File: config.mk
export PLATFORM = sky130hd
export DESIGN_NAME = delayed_start_slot_scheduler_flat
export DESIGN_NICKNAME = d
export VERILOG_FILES = /design/src/hw/rtl/dss_pkg.sv /design/src/hw/rtl/dss_if.sv /design/src/hw/rtl/dss_ram.sv /design/src/hw/rtl/dss_div.sv /design/src/hw/rtl/delayed_start_slot_scheduler.sv /design/src/flat_wrapper.sv
export SDC_FILE = /design/constraint.sdc
export NUM_CORES = 2
export LEC_CHECK = 0
export BUFFER_PORTS_ARGS = -buffer_cell sky130_fd_sc_hd__buf_2
export CORE_AREA = 2 2 394 396
export CTS_BUF_LIST = sky130_fd_sc_hd__clkbuf_8
export DETAILED_ROUTE_END_ITERATION = 10
export DIE_AREA = 0 0 396 398
export GPL_ROUTABILITY_DRIVEN = 0
export HOLD_SLACK_MARGIN = 0.02
export PLACE_DENSITY = 0.77
export SKIP_LAST_GASP = 1
export SLEW_MARGIN = 20
export SYNTH_ARGS = -nofsm -noshare
export SYNTH_HDL_FRONTEND = slang
export SYNTH_SLANG_ARGS = --single-unit
File: constraint.sdc
create_clock -name clock -period 11.45 [get_ports clock]
set_input_delay 2.8625 -clock clock [delete_from_list [all_inputs] [get_ports clock]]
set_output_delay 2.8625 -clock clock [all_outputs]
set_load 0.02 [all_outputs]
File: src/hw/rtl/dss_pkg.sv
// Shared types and constants of the delayed start slot scheduler.
// Depends on nothing; dss_if, dss_div, the top level and the testbench import it.
package dss_pkg;

   localparam int SLOTS_DEFAULT = 16;

   // Field widths
   localparam int MODE_W   = 2;
   localparam int FLAG_W   = 16;
   localparam int HOST_W   = 32;
   localparam int MS_W     = 16;
   localparam int TEMPO_W  = 16;
   localparam int OFFSET_W = 24;
   localparam int LIMIT_W  = 24;
   localparam int ADV_W    = 16;
   localparam int STATUS_W = 3;
   localparam int POS_W    = 24;
   localparam int RATE_W   = 18;
   localparam int DUE_W    = 40;
   localparam int FRAC_W   = 8;
   localparam int STEP_W   = ADV_W + FRAC_W;

   localparam logic [RATE_W-1:0] RATE_RESET = 18'd48000;

   // Delay conversion: ms * rate * 2^16 / (1000 * tempo)
   localparam int MS_PER_S = 1000;
   localparam int SCALE_W  = 16;
   localparam int PROD_W   = MS_W + RATE_W;
   localparam int NUM_W    = PROD_W + SCALE_W;
   localparam int DEN_W    = TEMPO_W + 10;

   localparam logic [DUE_W-1:0] DUE_MAX = {1'b0, {(DUE_W-1){1'b1}}};
   localparam logic [DUE_W-1:0] DUE_MIN = {1'b1, {(DUE_W-1){1'b0}}};
   localparam logic [POS_W-1:0] POS_MAX = {POS_W{1'b1}};

   typedef enum logic [MODE_W-1:0] {
      MODE_QUEUE    = 2'd0,
      MODE_NEXT_DUE = 2'd1,
      MODE_ADVANCE  = 2'd2,
      MODE_CLEAR    = 2'd3
   } mode_type;

   typedef enum logic [STATUS_W-1:0] {
      ST_QUEUED   = 3'd0,
      ST_FULL     = 3'd1,
      ST_DUE      = 3'd2,
      ST_NONE     = 3'd3,
      ST_ADVANCED = 3'd4,
      ST_CLEARED  = 3'd5
   } status_type;

   typedef struct packed {
      logic [FLAG_W-1:0] flag;
      logic [HOST_W-1:0] host;
      logic [DUE_W-1:0]  due;
   } slot_entry_type;

   localparam int ENTRY_W = $bits(slot_entry_type);

endpackage

File: src/hw/rtl/dss_if.sv
// Request and response channel interfaces of the slot scheduler.
// Depends on dss_pkg for the field widths.
interface dss_req_if;
   import dss_pkg::*;
   logic                valid;
   logic                ready;
   logic [MODE_W-1:0]   mode;
   logic [FLAG_W-1:0]   flag_id;
   logic [HOST_W-1:0]   host_key;
   logic [MS_W-1:0]     delay_ms;
   logic [TEMPO_W-1:0]  tempo_mult;
   logic [OFFSET_W-1:0] start_offset;
   logic [LIMIT_W-1:0]  due_limit;
   logic [ADV_W-1:0]    advance_count;

   modport source (output valid, mode, flag_id, host_key, delay_ms, tempo_mult,
                   start_offset, due_limit, advance_count, input ready);
   modport sink   (input valid, mode, flag_id, host_key, delay_ms, tempo_mult,
                   start_offset, due_limit, advance_count, output ready);
endinterface

interface dss_rsp_if;
   import dss_pkg::*;
   logic                valid;
   logic                ready;
   logic [STATUS_W-1:0] status;
   logic [FLAG_W-1:0]   out_flag_id;
   logic [HOST_W-1:0]   out_host_key;
   logic [POS_W-1:0]    start_pos;

   modport source (output valid, status, out_flag_id, out_host_key, start_pos,
                   input ready);
   modport sink   (input valid, status, out_flag_id, out_host_key, start_pos,
                   output ready);
endinterface

File: src/hw/rtl/dss_ram.sv
// Generic simple dual-port RAM: one write port, one registered read port.
// Depends on nothing.
module dss_ram #(
   parameter int WIDTH = 8,
   parameter int DEPTH = 16
) (
   input  logic                                     clock,
   input  logic                                     wr_en,
   input  logic [((DEPTH > 1) ? $clog2(DEPTH) : 1)-1:0] wr_addr,
   input  logic [WIDTH-1:0]                         wr_data,
   input  logic [((DEPTH > 1) ? $clog2(DEPTH) : 1)-1:0] rd_addr,
   output logic [WIDTH-1:0]                         rd_data
);
   logic [WIDTH-1:0] mem_ff [DEPTH];
   logic [WIDTH-1:0] rd_data_ff;

   always_ff @(posedge clock) begin
      if (wr_en) begin
         mem_ff[wr_addr] <= wr_data;
      end
      rd_data_ff <= mem_ff[rd_addr];
   end

   assign rd_data = rd_data_ff;
endmodule

File: src/hw/rtl/dss_div.sv
// Restoring divider, one quotient bit per cycle.
// Depends on dss_pkg for default operand widths.
module dss_div #(
   parameter int NUM_W = dss_pkg::NUM_W,
   parameter int DEN_W = dss_pkg::DEN_W
) (
   input  logic             clock,
   input  logic             reset,
   input  logic             start,
   input  logic [NUM_W-1:0] num,
   input  logic [DEN_W-1:0] den,
   output logic             busy,
   output logic [NUM_W-1:0] quotient
);
   import dss_pkg::*;

   localparam int CNT_W = $clog2(NUM_W + 1);

   logic             busy_ff, busy_in;
   logic [CNT_W-1:0] cnt_ff, cnt_in;
   logic [DEN_W-1:0] rem_ff, rem_in;
   logic [DEN_W-1:0] den_ff, den_in;
   logic [NUM_W-1:0] quo_ff, quo_in;
   logic [DEN_W:0]   trial;
   logic             ge;

   always_comb begin
      trial   = {rem_ff, quo_ff[NUM_W-1]};
      ge      = (trial >= {1'b0, den_ff});
      busy_in = busy_ff;
      cnt_in  = cnt_ff;
      rem_in  = rem_ff;
      den_in  = den_ff;
      quo_in  = quo_ff;
      if (start) begin
         busy_in = 1'b1;
         cnt_in  = '0;
         rem_in  = '0;
         den_in  = den;
         quo_in  = num;
      end else if (busy_ff) begin
         // shift the dividend in from the top of the quotient register
         rem_in = ge ? DEN_W'(trial - {1'b0, den_ff}) : trial[DEN_W-1:0];
         quo_in = {quo_ff[NUM_W-2:0], ge};
         cnt_in = cnt_ff + CNT_W'(1);
         if (cnt_ff == CNT_W'(NUM_W - 1)) begin
            busy_in = 1'b0;
         end
      end
   end

   always_ff @(posedge clock) begin
      if (reset) begin
         busy_ff <= 1'b0;
         cnt_ff  <= '0;
      end else begin
         busy_ff <= busy_in;
         cnt_ff  <= cnt_in;
      end
      rem_ff <= rem_in;
      den_ff <= den_in;
      quo_ff <= quo_in;
   end

   assign busy     = busy_ff;
   assign quotient = quo_ff;
endmodule

File: src/hw/rtl/delayed_start_slot_scheduler.sv
// Delayed start slot scheduler, top level: sequencer, slot table, result register.
// Depends on dss_pkg, dss_if (channels), dss_ram (slot store) and dss_div.
//
//  channel  | dir | handshake            | payload
//  ---------+-----+----------------------+---------------------------------------------
//  req_if   | in  | valid/ready          | mode, flag_id, host_key, delay_ms, tempo_mult,
//           |     |                      | start_offset, due_limit, advance_count
//  rsp_if   | out | valid/ready          | status, out_flag_id, out_host_key, start_pos
//  csr_*    | in  | csr_we (no stall)    | csr_wdata = sample_rate
//
// From accept to next ready: queue runs the 50-step divider while it searches for the
// lowest free slot, then sums and outputs; a full table answers once the search has
// passed every slot, and a free slot found after the divider is done holds the sum back.
// Next-due and advance read one slot per cycle through the single RAM read port; clear goes straight to output.
// Reset (synchronous) empties the table and loads sample_rate 48000.
// A result waits in the output register while the next request beat is taken.
// The request side is held off while an operation is in progress.
module delayed_start_slot_scheduler #(
   parameter int SLOTS = dss_pkg::SLOTS_DEFAULT
) (
   input  logic                       clock,
   input  logic                       reset,
   dss_req_if.sink                    req_if,
   dss_rsp_if.source                  rsp_if,
   input  logic                       csr_we,
   input  logic [dss_pkg::RATE_W-1:0] csr_wdata
);
   import dss_pkg::*;

   localparam int IDX_W = (SLOTS > 1) ? $clog2(SLOTS) : 1;
   localparam int CNT_W = $clog2(SLOTS + 1);

   typedef enum logic [2:0] {
      S_IDLE,
      S_QUEUE,
      S_QSUM,
      S_SCAN,
      S_ADV,
      S_OUT
   } state_type;

   // control
   state_type         state_ff, state_in;
   logic [RATE_W-1:0] rate_ff, rate_in;
   logic [SLOTS-1:0]  active_ff, active_in;
   logic [CNT_W-1:0]  cnt_ff, cnt_in;
   logic              free_found_ff, free_found_in;
   logic              rd_vld_ff, rd_vld_in;
   logic              best_found_ff, best_found_in;
   logic              rsp_valid_ff, rsp_valid_in;

   // payload
   logic [IDX_W-1:0]    free_idx_ff, free_idx_in;
   logic [IDX_W-1:0]    rd_idx_ff, rd_idx_in;
   logic                rd_act_ff, rd_act_in;
   logic [IDX_W-1:0]    best_idx_ff, best_idx_in;
   slot_entry_type      best_ff, best_in;
   logic [FLAG_W-1:0]   flag_ff, flag_in;
   logic [HOST_W-1:0]   host_ff, host_in;
   logic [OFFSET_W-1:0] offset_ff, offset_in;
   logic [LIMIT_W-1:0]  limit_ff, limit_in;
   logic [STEP_W-1:0]   step_ff, step_in;
   status_type          res_status_ff, res_status_in;
   logic [FLAG_W-1:0]   res_flag_ff, res_flag_in;
   logic [HOST_W-1:0]   res_host_ff, res_host_in;
   logic [POS_W-1:0]    res_pos_ff, res_pos_in;
   status_type          rsp_status_ff, rsp_status_in;
   logic [FLAG_W-1:0]   rsp_flag_ff, rsp_flag_in;
   logic [HOST_W-1:0]   rsp_host_ff, rsp_host_in;
   logic [POS_W-1:0]    rsp_pos_ff, rsp_pos_in;

   // datapath
   logic                ram_wr_en;
   logic [IDX_W-1:0]    ram_wr_addr;
   slot_entry_type      ram_wr_entry;
   logic [ENTRY_W-1:0]  ram_rd_data;
   slot_entry_type      rd_entry;
   logic                div_start;
   logic                div_busy;
   logic [NUM_W-1:0]    div_num;
   logic [DEN_W-1:0]    div_den;
   logic [NUM_W-1:0]    div_quo;

   logic                req_fire;
   logic [IDX_W-1:0]    cnt_idx;
   logic                scan_end;
   logic [PROD_W-1:0]   rate_prod;
   logic [TEMPO_W-1:0]  tempo_nz;
   logic [DUE_W-2:0]    q_sat;
   logic [DUE_W-1:0]    q_sum;
   logic [DUE_W-1:0]    new_due;
   logic [DUE_W-1:0]    limit_ext;
   logic                hit;
   logic [DUE_W:0]      adv_diff;
   logic [DUE_W-1:0]    adv_due;
   logic [POS_W-1:0]    best_pos;

   assign req_fire = req_if.valid && req_if.ready;
   assign cnt_idx  = cnt_ff[IDX_W-1:0];
   assign scan_end = (cnt_ff == CNT_W'(SLOTS));
   assign rd_entry = slot_entry_type'(ram_rd_data);

   // delay conversion operands, formed in the accept cycle
   assign tempo_nz  = (req_if.tempo_mult == '0) ? TEMPO_W'(1) : req_if.tempo_mult;
   assign rate_prod = PROD_W'(req_if.delay_ms) * PROD_W'(rate_ff);
   assign div_num   = {rate_prod, {SCALE_W{1'b0}}};
   assign div_den   = DEN_W'(tempo_nz) * DEN_W'(MS_PER_S);

   // saturate the quotient, add the offset, saturate again
   assign q_sat   = (|div_quo[NUM_W-1:DUE_W-1]) ? {(DUE_W-1){1'b1}} : div_quo[DUE_W-2:0];
   assign q_sum   = {1'b0, q_sat} + DUE_W'(offset_ff);
   assign new_due = q_sum[DUE_W-1] ? DUE_MAX : q_sum;

   // next-due compare on the slot just read
   assign limit_ext = DUE_W'(limit_ff);
   assign hit = rd_vld_ff && rd_act_ff
             && ($signed(rd_entry.due) < $signed(limit_ext))
             && (!best_found_ff || ($signed(rd_entry.due) < $signed(best_ff.due)));

   // advance with saturation at the signed minimum
   assign adv_diff = {rd_entry.due[DUE_W-1], rd_entry.due} - (DUE_W+1)'(step_ff);
   assign adv_due  = (adv_diff[DUE_W] != adv_diff[DUE_W-1]) ? DUE_MIN : adv_diff[DUE_W-1:0];

   // clamp the winning due time to the start position range
   assign best_pos = best_ff.due[DUE_W-1] ? '0 :
                     ((|best_ff.due[DUE_W-2:POS_W]) ? POS_MAX : best_ff.due[POS_W-1:0]);

   always_comb begin
      state_in      = state_ff;
      rate_in       = rate_ff;
      active_in     = active_ff;
      cnt_in        = cnt_ff;
      free_found_in = free_found_ff;
      rd_vld_in     = rd_vld_ff;
      best_found_in = best_found_ff;
      rsp_valid_in  = rsp_valid_ff;
      free_idx_in   = free_idx_ff;
      rd_idx_in     = rd_idx_ff;
      rd_act_in     = rd_act_ff;
      best_idx_in   = best_idx_ff;
      best_in       = best_ff;
      flag_in       = flag_ff;
      host_in       = host_ff;
      offset_in     = offset_ff;
      limit_in      = limit_ff;
      step_in       = step_ff;
      res_status_in = res_status_ff;
      res_flag_in   = res_flag_ff;
      res_host_in   = res_host_ff;
      res_pos_in    = res_pos_ff;
      rsp_status_in = rsp_status_ff;
      rsp_flag_in   = rsp_flag_ff;
      rsp_host_in   = rsp_host_ff;
      rsp_pos_in    = rsp_pos_ff;
      ram_wr_en     = 1'b0;
      ram_wr_addr   = rd_idx_ff;
      ram_wr_entry  = '{flag: rd_entry.flag, host: rd_entry.host, due: adv_due};
      div_start     = 1'b0;

      if (csr_we) begin
         rate_in = csr_wdata;
      end

      // drop the result once the sink takes it
      if (rsp_valid_ff && rsp_if.ready) begin
         rsp_valid_in = 1'b0;
      end

      unique case (state_ff)
         S_IDLE: begin
            if (req_fire) begin
               flag_in       = req_if.flag_id;
               host_in       = req_if.host_key;
               offset_in     = req_if.start_offset;
               limit_in      = req_if.due_limit;
               step_in       = {req_if.advance_count, {FRAC_W{1'b0}}};
               cnt_in        = '0;
               rd_vld_in     = 1'b0;
               free_found_in = 1'b0;
               best_found_in = 1'b0;
               unique case (mode_type'(req_if.mode))
                  MODE_QUEUE: begin
                     div_start = 1'b1;
                     state_in  = S_QUEUE;
                  end
                  MODE_NEXT_DUE: begin
                     state_in = S_SCAN;
                  end
                  MODE_ADVANCE: begin
                     state_in = S_ADV;
                  end
                  MODE_CLEAR: begin
                     active_in     = '0;
                     res_status_in = ST_CLEARED;
                     res_flag_in   = '0;
                     res_host_in   = '0;
                     res_pos_in    = '0;
                     state_in      = S_OUT;
                  end
                  default: begin
                     state_in = S_IDLE;
                  end
               endcase
            end
         end

         S_QUEUE: begin
            // search for the lowest free slot while the divider runs
            if (!free_found_ff) begin
               if (scan_end) begin
                  res_status_in = ST_FULL;
                  res_flag_in   = flag_ff;
                  res_host_in   = host_ff;
                  res_pos_in    = POS_W'(offset_ff);
                  state_in      = S_OUT;
               end else if (!active_ff[cnt_idx]) begin
                  free_found_in = 1'b1;
                  free_idx_in   = cnt_idx;
               end else begin
                  cnt_in = cnt_ff + CNT_W'(1);
               end
            end else if (!div_busy) begin
               state_in = S_QSUM;
            end
         end

         S_QSUM: begin
            ram_wr_en              = 1'b1;
            ram_wr_addr            = free_idx_ff;
            ram_wr_entry           = '{flag: flag_ff, host: host_ff, due: new_due};
            active_in[free_idx_ff] = 1'b1;
            res_status_in          = ST_QUEUED;
            res_flag_in            = '0;
            res_host_in            = '0;
            res_pos_in             = '0;
            state_in               = S_OUT;
         end

         S_SCAN: begin
            if (!scan_end) begin
               rd_vld_in = 1'b1;
               rd_act_in = active_ff[cnt_idx];
               rd_idx_in = cnt_idx;
               cnt_in    = cnt_ff + CNT_W'(1);
            end else begin
               rd_vld_in = 1'b0;
            end
            if (hit) begin
               best_found_in = 1'b1;
               best_idx_in   = rd_idx_ff;
               best_in       = rd_entry;
            end
            if (scan_end && !rd_vld_ff) begin
               if (best_found_ff) begin
                  active_in[best_idx_ff] = 1'b0;
                  res_status_in          = ST_DUE;
                  res_flag_in            = best_ff.flag;
                  res_host_in            = best_ff.host;
                  res_pos_in             = best_pos;
               end else begin
                  res_status_in = ST_NONE;
                  res_flag_in   = '0;
                  res_host_in   = '0;
                  res_pos_in    = '0;
               end
               state_in = S_OUT;
            end
         end

         S_ADV: begin
            if (!scan_end) begin
               rd_vld_in = 1'b1;
               rd_act_in = active_ff[cnt_idx];
               rd_idx_in = cnt_idx;
               cnt_in    = cnt_ff + CNT_W'(1);
            end else begin
               rd_vld_in = 1'b0;
            end
            // write back the slot read last cycle
            ram_wr_en = rd_vld_ff && rd_act_ff;
            if (scan_end && !rd_vld_ff) begin
               res_status_in = ST_ADVANCED;
               res_flag_in   = '0;
               res_host_in   = '0;
               res_pos_in    = '0;
               state_in      = S_OUT;
            end
         end

         S_OUT: begin
            // hold until the output register is free
            if (!rsp_valid_ff || rsp_if.ready) begin
               rsp_valid_in  = 1'b1;
               rsp_status_in = res_status_ff;
               rsp_flag_in   = res_flag_ff;
               rsp_host_in   = res_host_ff;
               rsp_pos_in    = res_pos_ff;
               state_in      = S_IDLE;
            end
         end

         default: begin
            state_in = S_IDLE;
         end
      endcase
   end

   always_ff @(posedge clock) begin
      if (reset) begin
         state_ff      <= S_IDLE;
         rate_ff       <= RATE_RESET;
         active_ff     <= '0;
         cnt_ff        <= '0;
         free_found_ff <= 1'b0;
         rd_vld_ff     <= 1'b0;
         best_found_ff <= 1'b0;
         rsp_valid_ff  <= 1'b0;
      end else begin
         state_ff      <= state_in;
         rate_ff       <= rate_in;
         active_ff     <= active_in;
         cnt_ff        <= cnt_in;
         free_found_ff <= free_found_in;
         rd_vld_ff     <= rd_vld_in;
         best_found_ff <= best_found_in;
         rsp_valid_ff  <= rsp_valid_in;
      end
      free_idx_ff   <= free_idx_in;
      rd_idx_ff     <= rd_idx_in;
      rd_act_ff     <= rd_act_in;
      best_idx_ff   <= best_idx_in;
      best_ff       <= best_in;
      flag_ff       <= flag_in;
      host_ff       <= host_in;
      offset_ff     <= offset_in;
      limit_ff      <= limit_in;
      step_ff       <= step_in;
      res_status_ff <= res_status_in;
      res_flag_ff   <= res_flag_in;
      res_host_ff   <= res_host_in;
      res_pos_ff    <= res_pos_in;
      rsp_status_ff <= rsp_status_in;
      rsp_flag_ff   <= rsp_flag_in;
      rsp_host_ff   <= rsp_host_in;
      rsp_pos_ff    <= rsp_pos_in;
   end

   dss_ram #(
      .WIDTH (ENTRY_W),
      .DEPTH (SLOTS)
   ) u_slot_ram (
      .clock   (clock),
      .wr_en   (ram_wr_en),
      .wr_addr (ram_wr_addr),
      .wr_data (ram_wr_entry),
      .rd_addr (cnt_idx),
      .rd_data (ram_rd_data)
   );

   dss_div #(
      .NUM_W (NUM_W),
      .DEN_W (DEN_W)
   ) u_div (
      .clock    (clock),
      .reset    (reset),
      .start    (div_start),
      .num      (div_num),
      .den      (div_den),
      .busy     (div_busy),
      .quotient (div_quo)
   );

   assign req_if.ready        = (state_ff == S_IDLE);
   assign rsp_if.valid        = rsp_valid_ff;
   assign rsp_if.status       = rsp_status_ff;
   assign rsp_if.out_flag_id  = rsp_flag_ff;
   assign rsp_if.out_host_key = rsp_host_ff;
   assign rsp_if.start_pos    = rsp_pos_ff;

`ifndef SYNTHESIS
   // storing a queued entry takes exactly one free slot
   a_queue_fills_one: assert property (@(posedge clock) disable iff (reset)
      state_ff == S_QSUM |=> $countones(active_ff) == $past($countones(active_ff)) + 1)
      else $error("queue did not occupy exactly one slot");

   // the due time is only summed once the divider has finished
   a_quotient_ready: assert property (@(posedge clock) disable iff (reset)
      state_ff == S_QSUM |-> !div_busy)
      else $error("quotient used while divider busy");

   // the slot picked by next-due is still occupied when it is freed
   a_best_is_active: assert property (@(posedge clock) disable iff (reset)
      (state_ff == S_SCAN && scan_end && !rd_vld_ff && best_found_ff)
      |-> active_ff[best_idx_ff])
      else $error("next-due picked an empty slot");
`endif

endmodule

File: src/flat_wrapper.sv
// flat-port wrapper written by rule: the top's interface ports become plain ports
module delayed_start_slot_scheduler_flat import dss_pkg::*;
#(
   parameter int SLOTS = dss_pkg::SLOTS_DEFAULT
)
  (clock, reset, csr_we, csr_wdata, req_if_valid, req_if_mode, req_if_flag_id, req_if_host_key, req_if_delay_ms, req_if_tempo_mult, req_if_start_offset, req_if_due_limit, req_if_advance_count, req_if_ready, rsp_if_valid, rsp_if_status, rsp_if_out_flag_id, rsp_if_out_host_key, rsp_if_start_pos, rsp_if_ready);
  dss_req_if req_if_i ();
  dss_rsp_if rsp_if_i ();
  input  logic clock;
  input  logic reset;
  input  logic csr_we;
  input  logic [dss_pkg::RATE_W-1:0] csr_wdata;
  input wire logic [$bits(req_if_i.valid)-1:0] req_if_valid;
  input wire logic [$bits(req_if_i.mode)-1:0] req_if_mode;
  input wire logic [$bits(req_if_i.flag_id)-1:0] req_if_flag_id;
  input wire logic [$bits(req_if_i.host_key)-1:0] req_if_host_key;
  input wire logic [$bits(req_if_i.delay_ms)-1:0] req_if_delay_ms;
  input wire logic [$bits(req_if_i.tempo_mult)-1:0] req_if_tempo_mult;
  input wire logic [$bits(req_if_i.start_offset)-1:0] req_if_start_offset;
  input wire logic [$bits(req_if_i.due_limit)-1:0] req_if_due_limit;
  input wire logic [$bits(req_if_i.advance_count)-1:0] req_if_advance_count;
  output wire logic [$bits(req_if_i.ready)-1:0] req_if_ready;
  output wire logic [$bits(rsp_if_i.valid)-1:0] rsp_if_valid;
  output wire logic [$bits(rsp_if_i.status)-1:0] rsp_if_status;
  output wire logic [$bits(rsp_if_i.out_flag_id)-1:0] rsp_if_out_flag_id;
  output wire logic [$bits(rsp_if_i.out_host_key)-1:0] rsp_if_out_host_key;
  output wire logic [$bits(rsp_if_i.start_pos)-1:0] rsp_if_start_pos;
  input wire logic [$bits(rsp_if_i.ready)-1:0] rsp_if_ready;
  assign req_if_i.valid = req_if_valid;
  assign req_if_i.mode = req_if_mode;
  assign req_if_i.flag_id = req_if_flag_id;
  assign req_if_i.host_key = req_if_host_key;
  assign req_if_i.delay_ms = req_if_delay_ms;
  assign req_if_i.tempo_mult = req_if_tempo_mult;
  assign req_if_i.start_offset = req_if_start_offset;
  assign req_if_i.due_limit = req_if_due_limit;
  assign req_if_i.advance_count = req_if_advance_count;
  assign req_if_ready = req_if_i.ready;
  assign rsp_if_valid = rsp_if_i.valid;
  assign rsp_if_status = rsp_if_i.status;
  assign rsp_if_out_flag_id = rsp_if_i.out_flag_id;
  assign rsp_if_out_host_key = rsp_if_i.out_host_key;
  assign rsp_if_start_pos = rsp_if_i.start_pos;
  assign rsp_if_i.ready = rsp_if_ready;
  delayed_start_slot_scheduler #(.SLOTS(SLOTS)) u_core (.clock(clock), .reset(reset), .req_if(req_if_i), .rsp_if(rsp_if_i), .csr_we(csr_we), .csr_wdata(csr_wdata));
endmodule
Yosys cells after proc, flatten, opt, wreduce, memory -nomap -nowiden
Memory sizes are Yosys's and may differ from the RTL's. A register that Yosys moved wholly into a read port is not among the register bits.
Cells that the tools add are included.
{ "op_classes": {"addsub": 5, "multipliers": 2, "n_lt_le_gt_ge": 8, "eq_ne": 26, "mux": 87, "bitwise": 6, "n_reduce_logical": 39} }
{ "ops": {"columns": ["operator", "n"], "rows": [
  ["2-to-1 mux 32 bit", 7],
  ["2-to-1 mux 24 bit", 9],
  ["2-to-1 mux 16 bit", 10],
  ["one-hot mux 32 bit (5 select lines)", 1],
  ["one-hot mux 24 bit (5 select lines)", 1],
  ["2-to-1 mux 50 bit", 2],
  ["2-to-1 mux 88 bit", 1],
  ["one-hot mux 16 bit (5 select lines)", 1],
  ["2-to-1 mux 39 bit", 2],
  ["one-hot mux 16 bit (3 select lines)", 1],
  ["subtractor 40 x 25 -> 41 bit", 1],
  ["adder 39 x 24 -> 40 bit", 1],
  ["less-than comparator 40 x 25 -> 1 bit", 1],
  ["less-than comparator 40 bit", 1],
  ["2-to-1 mux 40 bit", 1],
  ["2-to-1 mux 3 bit", 12],
  ["multiplier 16 x 18 -> 34 bit", 1],
  ["one-hot mux 3 bit (5 select lines)", 2],
  ["greater-or-equal comparator 27 x 26 -> 1 bit", 1],
  ["2-to-1 mux 26 bit", 1],
  ["subtractor 26 bit", 1],
  ["2-to-1 mux 5 bit", 5],
  ["multiplier 16 x 7 -> 23 bit (second input constant)", 1],
  ["2-to-1 mux 1 bit", 21],
  ["44 further kinds", 88]
]} }
{ "word_totals": {"reg_bits": 515, "mem_bits_rw": 1408, "in_bits": 169, "output_inout_bits": 77, "memories": 1} }
{ "mem_list": {"columns": ["name", "words", "word_bits", "rd", "rd_clocked_by_memory_dff", "wr", "line_no", "rtl"], "rows": [
  ["u_core.u_slot_ram.mem_ff", 16, 88, 1, 1, 1, "dss_ram.sv:14", "logic [WIDTH-1:0] mem_ff [DEPTH];"]
]} }

Logic depth before layout (Yosys ltp)
{ "depth": {"word_depth": 9, "ltp_mapped": 25} }

By module
A second synthesis with hierarchy kept.
{ "unflattened": {"cells_unflattened": 5876, "hier_area_um2": 92129.6} }
{ "by_module_without_submodules": {"columns": ["module", "instances", "cells_each", "area_per_inst_um2", "seq_area_each_um2"], "rows": [
  ["dss_ram", 1, 2256, 54354.6, 44042.2],
  ["delayed_start_slot_scheduler", 1, 3102, 31894.3, 11821.3],
  ["dss_div", 1, 518, 5880.6, 2942.8]
]} }

Worst setup path before layout
No wires, ideal clock.
{ "synth_path": {"kind": "input -> register", "from": "in req_if_delay_ms[7]", "to": "reg u_core.u_div.quo_ff[49] (netlist: u_core.u_div.quotient[49]), data pin", "arrival_time_ns": 8.557, "setup_slack_ns": 2.632, "stages": 22, "n_path_buf": 2, "path_cell_list": "clkbuf_1 -> clkbuf_1 -> nand2_1 -> fa_1 -> inv_1 -> fa_1 -> fa_1 -> fa_1 -> fa_1 -> inv_1 -> fa_1 -> inv_1 -> ha_1 -> a21o_1 -> a21o_1 -> a21oi_1 -> o211ai_1 -> a41o_1 -> a311o_1 -> nand3_1 -> nor4_1 -> a311o_1"} }
{ "synth_between": {"elab_chain_cells": 2} }
{ "synth_rtl": {"columns": ["element", "line_no", "rtl"], "rows": [
  ["start, declared", "flat_wrapper.sv:17", "input wire logic [$bits(req_if_i.delay_ms)-1:0] req_if_delay_ms;"],
  ["multiplier 16 x 18 -> 34 bit", "delayed_start_slot_scheduler.sv:105", "assign rate_prod = PROD_W'(req_if.delay_ms) * PROD_W'(rate_ff);"],
  ["2-to-1 mux 50 bit", "dss_div.sv:35", "if (start) begin"],
  ["via u_core.u_div.quo_in[49]", "dss_div.sv:23", "logic [NUM_W-1:0] quo_ff, quo_in;"],
  ["end signal, assigned", "dss_div.sv:62", "quo_ff <= quo_in;"],
  ["end, declared", "dss_div.sv:23", null]
]} }
The timed path passes the listed nets, and every way through them passes these cells.
A chain may end at the register's enable or synchronous reset.

Worst setup path after layout
{ "layout_path": {"from": "in req_if_delay_ms[1]", "to": "reg u_core.u_div.quo_ff[47] (netlist: u_core.u_div.quotient[47]), data pin"} }
The elaborated chain is that of the path after synthesis.

==> impl_metrics.ini <==
[run_status]
status = completed

[power]
total_power_mw = 23.4
cellLeakagePower_nw = 36.7
ir_worst_vdd_mv = 0.221
p_per_area_mw_per_mm2 = 230

[global_route]
met2_usage_pct = 44.3
grt_max_degree = 109
grt_pass1_wl_um = 321000
antenna_found_initial = 4
grt_pass1_vias = 52351
use_met1_pct = 38.2
top_usage_layer = met2
grt_usage_pct = 27.2
met3_usage_pct = 4.08
grt-ovfl-total = 0

[worst_setup_path]
required_ns = 12.11
cp-start-kind = input port
cpPeakStageDelay_ns = 0.55
cp.arrival_ns = 8.84
path_cells = buf_2 -> nand2_1 -> fa_1 -> fa_1 -> fa_1 -> inv_1 -> fa_1 -> fa_1 -> inv_1 -> fa_1 -> inv_1 -> ha_1 -> a21o_1 -> a21o_1 -> a21oi_1 -> o211ai_1 -> a41o_1 -> a311o_1 -> a31oi_1 -> xor2_1 -> o21ai_0
crit_top_cell = fa_1
critical-path-slowest-cell = fa_1
cp_max_fo = 18
cp-end-kind = flop
worstSetupPathType = input port to flop

[floorplanning]
io-pin-count = 246
die_h_um = 398
start_util_pct = 59.7
die_w_um = 396
rows = 144
core_area_mm2 = 0.153
dieArea_mm2 = 0.158

[logic_synthesis]
postSynthCellCount = 5643
synth_adder_area_share_pct = 10.1
ys_async_sr_fraction_pct = 0
synthMuxAreaShare_pct = 11.5
synth-compound-area-share_pct = 4.70
yosys-top-cells-count = edfxtp_1 (1828), inv_1 (464), mux4_2 (445)
synthFlopType = edfxtp_1
ys_types = 88
synth_edf_count = 1828
synth_top_family_by_area = multiplexers
yosys-top-cells-area = edfxtp_1 (60%), mux4_2 (11%), fa_1 (6.1%), ha_1 (4.0%), dfxtp_1 (4.0%)
synth.most_common_cell = edfxtp_1
post-synth-top-area-cell = edfxtp_1
netlist_area_mm2 = 0.0915
syn_area_per_cell_um2 = 16.2
syn_nets = 6385
synth_warnings = 0
yosys.area_share.simple_pct = 5.57
synth_xor_area_share_pct = 1.16
synth-seq-cells = 2011
yosysSeqAreaShare_pct = 64.0
synth_top_area_share_pct = 60.0

[timing]
timing.final.crit_period_ns = 8.18
drv_slew = 0
fin_worst_skew_ns = 0.101
setup_viol = 0
hold_viol_final = 0
rsz0062_at_grt = false
min_period_over_period_pct = 71.4
worstMarginPinSlew_ns = 1.18
fmax_ghz = 0.122
slew_headroom_pct = 21.5
fin_tns_setup_ns = 0

[cts]
h-tree-depth = 5
cts_buffer_depth = 4
cts_tree = done
postCtsSetupRepairBufs = 0
post_cts_resize_count = 0
cts_hold_buf = 0
clk_latency_ns = 1.04
cts.sink_count = 2011
clk_pin_slew_worst_paths_ns = 0.06
cts-root-buf = clkbuf_8
cts_made_buffers = 324

[drt]
antenna_left = 0
vias = 51428
first_pass_iters = 6
drtIter0Drc = 5864
wl_per_cell_um = 25.4
drc_errors = 0
via_per_inst = 6.15
finalWirelength_um = 212000

[placed_design]
post-dp-hpwl_um = 125000
dpl_cell_area_mm2 = 0.0954
placed_cells = 7791
io_buffers = 245

[run]
cap_violations = 0

[layout]
drive_gt1_share_pct = 20.5
instances_no_fill = 8361
postLayoutCellArea_mm2 = 0.101
area_growth_syn_to_layout_pct = 10.9
num-nets-final = 6815

[worst_hold_path]
hold_class = flop to flop
area by class of cell:
| cell class | instances | area, µm² |
|---|---|---|
| antenna | 2 | 5.00 |
| clock buffer | 359 | 4940 |
| clock inverter | 209 | 1070 |
| fill | 9997 | 51900 |
| inverter | 464 | 1750 |
| multi-input combinational | 2927 | 30500 |
| sequential | 2011 | 58600 |
| tap | 2044 | 2560 |
| timing repair buffer | 345 | 2070 |
worst paths after layout:
kind	slack (ns)	to	start	cells after the start
setup reg to reg	4.64	u_core.u_div.quotient[47]	u_core.rate_ff[9]	20
hold reg to reg	0.32	u_core.rsp_if.out_flag_id[7]	u_core.res_flag_ff[7]	0
hold / removal	0.32	u_core.rsp_if.out_flag_id[7]	u_core.res_flag_ff[7]	0
setup / recovery	3.27	u_core.u_div.quotient[47]	req_if_delay_ms[1]	21
power by group:
part	switching [mW]	total, mW	internal (mW)	leakage, nW
clock	2.75	5.78	3.03	3.47
sequential	0.420	9.82	9.40	18.1
combinational	4.55	7.76	3.20	15.1
total	7.73	23.4	15.6	36.7
layer usage:
layer / wire length (µm) / vias to the layer above
met5: 7 / -
met4: 6610 / 2
met3: 17600 / 425
met2: 104000 / 2545
met1: 83900 / 26269
li1: - / 22187
cells by family (layout without fill, tap and decap cells):
kind of cell | count (synthesis) | after routing
adders and majority gates | 573 | 573
xor gates and xnor gates | 121 | 121
and+or+nand+nor | 1076 | 1076
muxes | 498 | 498
DFF | 2011 | 2011
AOI/OAI and AO/OA | 659 | 659
buffers and inverters | 705 | 1377
other | 0 | 2
through the flow:
stage	util, %	setup WS [ns]	hold slack [ns]
detailed placement	62.2	2.35	0.405
CTS	66.2	3.36	0.315
global route	66.2	2.99	0.329
floorplan	-	2.63	0.400
finish	66.2	3.27	0.318
global placement	62.2	2.36	0.400
sequential cells by signal (all words and copies together), names as in the netlist, 18 cells and up:
| name | flops |
|---|---|
| u_core.limit_ff | 24 |
| u_core.u_div.den_ff | 23 |
| u_core.u_div.rem_ff | 26 |
| u_core.rsp_if.out_host_key | 32 |
| u_core.u_slot_ram.mem_ff | 1408 |
| u_core.best_ff | 88 |
| u_core.host_ff | 32 |
| u_core.u_slot_ram.rd_data | 88 |
| u_core.res_host_ff | 32 |
| u_core.u_div.quotient | 50 |
| u_core.res_pos_ff | 24 |
| u_core.rate_ff | 18 |
| u_core.offset_ff | 24 |
| u_core.rsp_if.start_pos | 24 |
critical path, delay by kind of cell:
family | cells | cell delay, ns
AO/OA/AOI/OAI | 8 | 1.74
XOR/XNOR | 1 | 0.15
adder cells (fa/ha/maj) | 7 | 3.42
buffers and inverters | 4 | 0.49
AND/OR/NAND/NOR | 1 | 0.14
cells in the final DEF (no fill, tap or decap), types with 52 or more instances in the layout:
master / count
a21o_1: 69
a21oi_1: 159
and2_1: 136
buf_2: 245
buf_4: 94
clkbuf_8: 359
clkinv_1: 57
dfxtp_1: 178
edfxtp_1: 1828
fa_1: 277
ha_1: 296
inv_1: 567
mux4_2: 445
nand2_1: 438
nand3_1: 72
nor2_1: 163
o21ai_0: 177
xnor2_1: 69
xor2_1: 52
Power figures use the tool's default switching activity.
